$ cat src/sv/mh2_pkg.sv
// Shared types and constants for the streaming MurmurHash2 block.
// Used by mh2_front, mh2_back and murmur2_hash_stream; depends on nothing.
`default_nettype none

package mh2_pkg;

  localparam logic [31:0] MIX_MUL     = 32'h5bd1e995;
  localparam int unsigned WORD_SHIFT  = 24;
  localparam int unsigned FIN_SHIFT_A = 13;
  localparam int unsigned FIN_SHIFT_B = 15;
  localparam logic [31:0] SEED_RESET  = 32'd100;

  localparam int unsigned MID_DEPTH_DEFAULT = 4;
  localparam int unsigned OUT_DEPTH_DEFAULT = 2;

  // What the back end does with an item's word.
  typedef enum logic [1:0] {
    OP_NONE = 2'd0,
    OP_FOLD = 2'd1,
    OP_TAIL = 2'd2
  } op_t;

  // One classified item on its way from the front end to the back end.
  // For a full word, data holds the mixed word; for a tail, the masked bytes.
  typedef struct packed {
    logic        start;
    logic [31:0] init;
    op_t         op;
    logic [31:0] data;
    logic        last;
  } mid_entry_t;

endpackage

`default_nettype wire

$ cat src/sv/murmur2_hash_stream.sv
// Streaming 32-bit MurmurHash2: front end, item queue, back end, result queue.
// Throughput is one item per cycle unless back-pressure from the result queue
// stalls it, set by the running-hash update loop of one multiply.
// Reset clears all queues and pipeline stages, the running hash to zero and
// the seed register to 100. Depends on mh2_pkg, mh2_front, mh2_fifo, mh2_back.
`default_nettype none

module murmur2_hash_stream
  import mh2_pkg::*;
#(
  parameter int unsigned MID_DEPTH = MID_DEPTH_DEFAULT,
  parameter int unsigned OUT_DEPTH = OUT_DEPTH_DEFAULT
) (
  input  wire logic        clk,
  input  wire logic        rst,
  input  wire logic        cfg_write,
  input  wire logic [31:0] cfg_data,
  input  wire logic        push,
  output logic             full,
  input  wire logic        start_req,
  input  wire logic [31:0] msg_length,
  input  wire logic [31:0] data_word,
  input  wire logic [2:0]  byte_count,
  input  wire logic        last,
  output logic             empty,
  input  wire logic        pop,
  output logic      [31:0] hash_value
);

  localparam int unsigned MID_W = $bits(mid_entry_t);

  logic [31:0]      seed;
  logic             mid_push;
  mid_entry_t       mid_in;
  logic             mid_full;
  logic             mid_pop;
  logic [MID_W-1:0] mid_out_bits;
  mid_entry_t       mid_out;
  logic             mid_empty;
  logic             res_push;
  logic [31:0]      res_data;
  logic             res_full;

  always_ff @(posedge clk) begin
    if (rst) begin
      seed <= SEED_RESET;
    end else if (cfg_write) begin
      seed <= cfg_data;
    end
  end

  mh2_front u_front (
    .clk        (clk),
    .rst        (rst),
    .seed       (seed),
    .push       (push),
    .full       (full),
    .start_req  (start_req),
    .msg_length (msg_length),
    .data_word  (data_word),
    .byte_count (byte_count),
    .last       (last),
    .mid_push   (mid_push),
    .mid_entry  (mid_in),
    .mid_full   (mid_full)
  );

  mh2_fifo #(
    .DEPTH (MID_DEPTH),
    .WIDTH (MID_W)
  ) u_mid_q (
    .clk       (clk),
    .rst       (rst),
    .push      (mid_push),
    .push_data (mid_in),
    .full      (mid_full),
    .pop       (mid_pop),
    .pop_data  (mid_out_bits),
    .empty     (mid_empty)
  );

  assign mid_out = mid_entry_t'(mid_out_bits);

  mh2_back u_back (
    .clk         (clk),
    .rst         (rst),
    .entry_valid (!mid_empty),
    .entry       (mid_out),
    .entry_pop   (mid_pop),
    .res_push    (res_push),
    .res_data    (res_data),
    .res_full    (res_full)
  );

  mh2_fifo #(
    .DEPTH (OUT_DEPTH),
    .WIDTH (32)
  ) u_out_q (
    .clk       (clk),
    .rst       (rst),
    .push      (res_push),
    .push_data (res_data),
    .full      (res_full),
    .pop       (pop),
    .pop_data  (hash_value),
    .empty     (empty)
  );

  // Neither queue is ever pushed while it is full.
  assert property (@(posedge clk) disable iff (rst) mid_push |-> !mid_full)
    else $error("item queue pushed while full");

  assert property (@(posedge clk) disable iff (rst) res_push |-> !res_full)
    else $error("result queue pushed while full");

  // The back end only takes an item that the queue holds.
  assert property (@(posedge clk) disable iff (rst) mid_pop |-> !mid_empty)
    else $error("item queue popped while empty");

  // Reset leaves no stale result behind.
  assert property (@(posedge clk) $past(rst) |-> empty)
    else $error("result visible right after reset");

endmodule

`default_nettype wire

$ cat src/sv/mh2_fifo.sv
// Small synchronous queue of registers with the head shown combinationally.
// Depends on nothing; DEPTH must be at least 2.
`default_nettype none

module mh2_fifo #(
  parameter int unsigned DEPTH = 4,
  parameter int unsigned WIDTH = 32
) (
  input  wire logic             clk,
  input  wire logic             rst,
  input  wire logic             push,
  input  wire logic [WIDTH-1:0] push_data,
  output logic                  full,
  input  wire logic             pop,
  output logic      [WIDTH-1:0] pop_data,
  output logic                  empty
);

  localparam int unsigned AW = $clog2(DEPTH);
  localparam int unsigned CW = $clog2(DEPTH + 1);

  logic [WIDTH-1:0] mem [DEPTH];
  logic [AW-1:0]    wr_ptr;
  logic [AW-1:0]    rd_ptr;
  logic [CW-1:0]    count;
  logic             do_push;
  logic             do_pop;

  assign full     = (count == CW'(DEPTH));
  assign empty    = (count == '0);
  assign do_push  = push && !full;
  assign do_pop   = pop && !empty;
  assign pop_data = mem[rd_ptr];

  always_ff @(posedge clk) begin
    if (do_push) begin
      mem[wr_ptr] <= push_data;
    end
  end

  always_ff @(posedge clk) begin
    if (rst) begin
      wr_ptr <= '0;
      rd_ptr <= '0;
      count  <= '0;
    end else begin
      if (do_push) begin
        wr_ptr <= (wr_ptr == AW'(DEPTH - 1)) ? '0 : wr_ptr + AW'(1);
      end
      if (do_pop) begin
        rd_ptr <= (rd_ptr == AW'(DEPTH - 1)) ? '0 : rd_ptr + AW'(1);
      end
      case ({do_push, do_pop})
        2'b10:   count <= count + CW'(1);
        2'b01:   count <= count - CW'(1);
        default: count <= count;
      endcase
    end
  end

endmodule

`default_nettype wire

$ cat src/sv/mh2_front.sv
// Front end: accepts input items, classifies them and mixes full words
// in two multiply stages, masking the bytes of tails. Depends on mh2_pkg.
`default_nettype none

module mh2_front
  import mh2_pkg::*;
(
  input  wire logic        clk,
  input  wire logic        rst,
  input  wire logic [31:0] seed,
  input  wire logic        push,
  output logic             full,
  input  wire logic        start_req,
  input  wire logic [31:0] msg_length,
  input  wire logic [31:0] data_word,
  input  wire logic [2:0]  byte_count,
  input  wire logic        last,
  output logic             mid_push,
  output mid_entry_t       mid_entry,
  input  wire logic        mid_full
);

  function automatic logic [31:0] tail_mask(input logic [1:0] n);
    case (n)
      2'd1:    tail_mask = 32'h0000_00ff;
      2'd2:    tail_mask = 32'h0000_ffff;
      2'd3:    tail_mask = 32'h00ff_ffff;
      default: tail_mask = 32'hffff_ffff;
    endcase
  endfunction

  logic        s1_valid;
  logic        s1_start;
  logic [31:0] s1_init;
  op_t         s1_op;
  logic [31:0] s1_p;
  logic        s1_last;
  logic        s1_ready;

  logic        s2_valid;
  mid_entry_t  s2_entry;
  logic        s2_ready;

  logic        take;
  op_t         op_in;
  logic [31:0] p_in;
  logic [31:0] k_shift;
  logic [31:0] k_mix;

  assign s2_ready  = !s2_valid || !mid_full;
  assign s1_ready  = !s1_valid || s2_ready;
  assign full      = !s1_ready;
  assign take      = push && s1_ready;
  assign mid_push  = s2_valid && !mid_full;
  assign mid_entry = s2_entry;

  // A non-last item, or a byte count of four or more, is a full word.
  always_comb begin
    if (!last || byte_count >= 3'd4) begin
      op_in = OP_FOLD;
    end else if (byte_count == 3'd0) begin
      op_in = OP_NONE;
    end else begin
      op_in = OP_TAIL;
    end
  end

  always_comb begin
    case (op_in)
      OP_FOLD: p_in = data_word * MIX_MUL;
      OP_TAIL: p_in = data_word & tail_mask(byte_count[1:0]);
      default: p_in = '0;
    endcase
  end

  assign k_shift = s1_p ^ (s1_p >> WORD_SHIFT);
  assign k_mix   = k_shift * MIX_MUL;

  always_ff @(posedge clk) begin
    if (rst) begin
      s1_valid <= 1'b0;
      s2_valid <= 1'b0;
    end else begin
      if (s1_ready) begin
        s1_valid <= take;
      end
      if (s2_ready) begin
        s2_valid <= s1_valid;
      end
    end
  end

  always_ff @(posedge clk) begin
    if (take) begin
      s1_start <= start_req;
      s1_init  <= seed ^ msg_length;
      s1_op    <= op_in;
      s1_p     <= p_in;
      s1_last  <= last;
    end
    if (s2_ready && s1_valid) begin
      s2_entry.start <= s1_start;
      s2_entry.init  <= s1_init;
      s2_entry.op    <= s1_op;
      s2_entry.data  <= (s1_op == OP_FOLD) ? k_mix : s1_p;
      s2_entry.last  <= s1_last;
    end
  end

endmodule

`default_nettype wire

$ cat src/sv/mh2_back.sv
// Back end: folds classified items into the running hash and runs the
// final avalanche for last items. Depends on mh2_pkg.
`default_nettype none

module mh2_back
  import mh2_pkg::*;
(
  input  wire logic        clk,
  input  wire logic        rst,
  input  wire logic        entry_valid,
  input  mid_entry_t       entry,
  output logic             entry_pop,
  output logic             res_push,
  output logic      [31:0] res_data,
  input  wire logic        res_full
);

  logic [31:0] running_hash;
  logic [31:0] h_base;
  logic [31:0] mul_a;
  logic [31:0] prod;
  logic [31:0] h_next;

  logic        av1_valid;
  logic [31:0] av1_h;
  logic        av1_ready;
  logic        av2_valid;
  logic [31:0] av2_m;
  logic        av2_ready;
  logic [31:0] av_mix;

  assign av2_ready = !av2_valid || !res_full;
  assign av1_ready = !av1_valid || av2_ready;
  assign entry_pop = entry_valid && av1_ready;

  assign h_base = entry.start ? entry.init : running_hash;
  assign mul_a  = (entry.op == OP_TAIL) ? (h_base ^ entry.data) : h_base;
  assign prod   = mul_a * MIX_MUL;

  always_comb begin
    case (entry.op)
      OP_FOLD: h_next = prod ^ entry.data;
      OP_TAIL: h_next = prod;
      default: h_next = h_base;
    endcase
  end

  assign av_mix   = (av1_h ^ (av1_h >> FIN_SHIFT_A)) * MIX_MUL;
  assign res_data = av2_m ^ (av2_m >> FIN_SHIFT_B);
  assign res_push = av2_valid && !res_full;

  always_ff @(posedge clk) begin
    if (rst) begin
      running_hash <= '0;
      av1_valid    <= 1'b0;
      av2_valid    <= 1'b0;
    end else begin
      if (entry_pop) begin
        running_hash <= h_next;
      end
      if (av1_ready) begin
        av1_valid <= entry_pop && entry.last;
      end
      if (av2_ready) begin
        av2_valid <= av1_valid;
      end
    end
  end

  always_ff @(posedge clk) begin
    if (entry_pop && entry.last) begin
      av1_h <= h_next;
    end
    if (av2_ready && av1_valid) begin
      av2_m <= av_mix;
    end
  end

endmodule

`default_nettype wire

$ cat config.mk
export PLATFORM = sky130hd
export DESIGN_NAME = murmur2_hash_stream
export DESIGN_NICKNAME = d
export VERILOG_FILES = /design/src/sv/mh2_pkg.sv /design/src/sv/murmur2_hash_stream.sv /design/src/sv/mh2_fifo.sv /design/src/sv/mh2_front.sv /design/src/sv/mh2_back.sv
export SDC_FILE = /design/constraint.sdc
export NUM_CORES = 2
export LEC_CHECK = 0
export BUFFER_PORTS_ARGS = -buffer_cell sky130_fd_sc_hd__buf_2
export CORE_ASPECT_RATIO = 0.8
export CORE_MARGIN = 5
export CORE_UTILIZATION = 60
export CTS_BUF_LIST = sky130_fd_sc_hd__clkbuf_16
export CTS_CLUSTER_DIAMETER = 150
export DETAILED_ROUTE_END_ITERATION = 8
export GPL_TIMING_DRIVEN = 0
export PLACE_DENSITY = 0.77
export SLEW_MARGIN = 20
export SYNTH_ARGS = -nofsm -noshare
export SYNTH_HDL_FRONTEND = slang
export SYNTH_SLANG_ARGS = --single-unit
$ cat constraint.sdc
create_clock -name clk -period 21.5 [get_ports clk]
set_input_delay 0 -clock clk [delete_from_list [all_inputs] [get_ports clk]]
set_output_delay 0 -clock clk [all_outputs]
set_load 0.01 [all_outputs]
==> impl_metrics.tcl <==
set metrics [dict create \
    grt_pass1_wl_um 234000 \
    cp_common_cell "clkbuf_1" \
    ys_seq_area_share_pct 30.0 \
    worst-path-buf-inv 18 \
    drc 0 \
    synth_edf_count 536 \
    multi_input_area_um2 36400 \
    fin_worst_skew_ps 32.5 \
    drt_iter0_markers 3266 \
    crit_path_max_incr_delay_ps 710 \
    rr_worst_depth 43 \
    crit_required_ps 22060 \
    cts_root_buffer "clkbuf_16" \
    r2r-end "u_back.running_hash[28]$_SDFFE_PP0P_" \
    synth_area_leaders "edfxtp_1 (27%), fa_1 (24%), ha_1 (18%)" \
    synthArstFlopShare_pct 0 \
    worst_slew_pin_slew_ps 1160 \
    setup_viol 0 \
    routed_via_density 5.60 \
    status "completed" \
    clock-sinks 618 \
    relSlewSlack_pct 22.2 \
    grt_max_degree 44 \
    seqCellArea_um2 17700 \
    start_util_pct 60.2 \
    final.period_utilization_pct 69.4 \
    cts_resized 0 \
    yosysWarnings 0 \
    fmax_mhz 67.0 \
    overflow 0 \
    antenna_found_initial 1 \
    rows 103 \
    pin_count 140 \
    dr_total_vias 37900 \
    htree_levels 2 \
    cp-end-kind "flip-flop" \
    hold_class "input pin to flip-flop" \
    rsz0062_at_grt "false" \
    synth_area_leader_cell "edfxtp_1" \
    hold_viol_final 0 \
    drv_slew 0 \
    drv_cap 0 \
    endpoint "u_back.running_hash[28]$_SDFFE_PP0P_" \
    dp_hpwl_um 117000 \
    fp.dieH_um 291 \
    die_area_um2 105000 \
    area_delta_synth_final_pct 10.2 \
    num-fill-cells 7084 \
    coreArea_um2 98300 \
    tritoncts "done" \
    numPortBuffers 137 \
    clkLatencyLatePin_ps 650 \
    synth_top_cell_area_share_pct 27.2 \
    globalplace.congestion 0.971 \
    cp_top_family "buffers and inverters" \
    grt.total_usage_pct 29.2 \
    synth_ff_type "edfxtp_1" \
    setup_tns_ps 0 \
    wire_per_inst_um 22.3 \
    arrival_ps 15480 \
    dr.pass1.iters 6 \
    crit_path_top_delay_cell "clkbuf_1" \
    wl_um 151000 \
    drive_gt1_share_pct 8.03 \
    numCtsBuffers 58 \
    start_kind "flip-flop" \
    cts_buffer_depth 3 \
    ant_nets 0 \
    syn_avg_cell_area_um2 11.6 \
    final_net_count 7099 \
    post-route-min-period_ps 14920 \
    r2r_slack_ps 6580 \
    synthCells 5083 \
    critical_path_class "flip-flop to flip-flop" \
    grt_pass1_vias 40400 \
    synth-seq-cells 618 \
    path_clk_slew_ps 70 \
    syn_area_um2 59200 \
    die_w_um 361 \
    crit_fanout 10 \
    syn_nets 6768 \
    diodes 0 \
    ys_types 75 \
    cp.depth 43 \
    hold-worst-slack_ps 19.9 \
]
==> cell families after synthesis <==
| family | after synthesis | share of synthesized area [%] |
|---|---|---|
| fa+ha+maj | 1586 | 42.5 |
| compound gates | 428 | 4.46 |
| simple gates | 466 | 3.55 |
| flops | 618 | 30.0 |
| buf+inv | 1428 | 9.13 |
| xor+xnor | 393 | 6.07 |
| mux | 164 | 4.29 |
==> cells in the mapped netlist (56+ instances only) <==
library cell and count:
xnor2_1 200, edfxtp_1 536, clkbuf_1 56, xor2_1 180, fa_1 715, a21oi_1 155, nand2_1 217, mux2i_1 60
dfxtp_1 82, inv_1 1347, ha_1 864, nor2_1 107, mux4_2 67, o21ai_0 92
==> worst min-delay path: stages <==
cell     delay [ps]
buf_2           240
nand2_1         100
o21ai_0         110
==> cell type report <==
class / count / share of cell area [%]
multi-input cells: 3037 / 55.8
flip-flops and latches: 618 / 27.2
inverters: 1348 / 7.75
repair buffers: 271 / 3.36
well taps: 1312 / 2.51
clock buffers: 60 / 2.30
clock inverters: 50 / 0.613
plain buffers: 80 / 0.537
==> cells in the final DEF (no fill, tap or decap), types with 55 or more instances in the layout <==
master,count
mux2i_1,60
dfxtp_1,82
ha_1,864
nor2_1,106
mux4_2,67
fa_1,715
clkbuf_1,55
buf_2,147
inv_1,1358
clkbuf_16,60
edfxtp_1,536
a21oi_1,155
nand2_1,217
xnor2_1,200
o21ai_0,92
dlygate4sd3_1,104
xor2_1,144
==> per-layer routing <==
metal	GRT usage (%)	part of all wire, %
met1	40.7	41
met2	47.7	47
met3	4.75	8.4
met4	8.55	3.4
met5	0	0
==> sequential cells by signal, summed over array words and instances (netlist names), 3 cells and up, named ones only <==
signal	cells
u_front.mid_entry	68
u_back.av2_m	32
u_out_q.mem	64
u_mid_q.mem	272
u_back.running_hash	32
u_front.s1_init	32
u_mid_q.count	3
u_back.av1_h	32
seed	32
u_front.s1_p	32
==> how the worst min path moves through the flow <==
stage / start / end / depth (start not counted)
CTS: data_word[15] / u_front.s1_p[15]$_DFFE_PP_ / 3
global route: data_word[15] / u_front.s1_p[15]$_DFFE_PP_ / 3
finish: data_word[15] / u_front.s1_p[15]$_DFFE_PP_ / 3
floorplan: last / u_front.s1_last$_DFFE_PP_ / 0
detailed placement: last / u_front.s1_last$_DFFE_PP_ / 1
global placement: last / u_front.s1_last$_DFFE_PP_ / 1
==> metrics by stage <==
stage | cell area, um^2 | cells | worst slack, ps | utilization, %
floorplan | 59200 | 5083 | 10390 | -
global placement | 61500 | 6532 | 6970 | 62.6
detailed placement | 62300 | 6562 | 7110 | 63.4
CTS | 65200 | 6776 | 6910 | 66.3
global route | 65300 | 6776 | 5990 | 66.4
finish | 65300 | 6776 | 6580 | 66.4
==> timing repair <==
action                                 in CTS  in global routing
endpoints found under the hold margin     113                  0
setup buffers                               0                  0
hold buffers                              104                  0
Power is not shown: default switching activity piles up to over one toggle a cycle in this logic, so the estimate is an artifact.
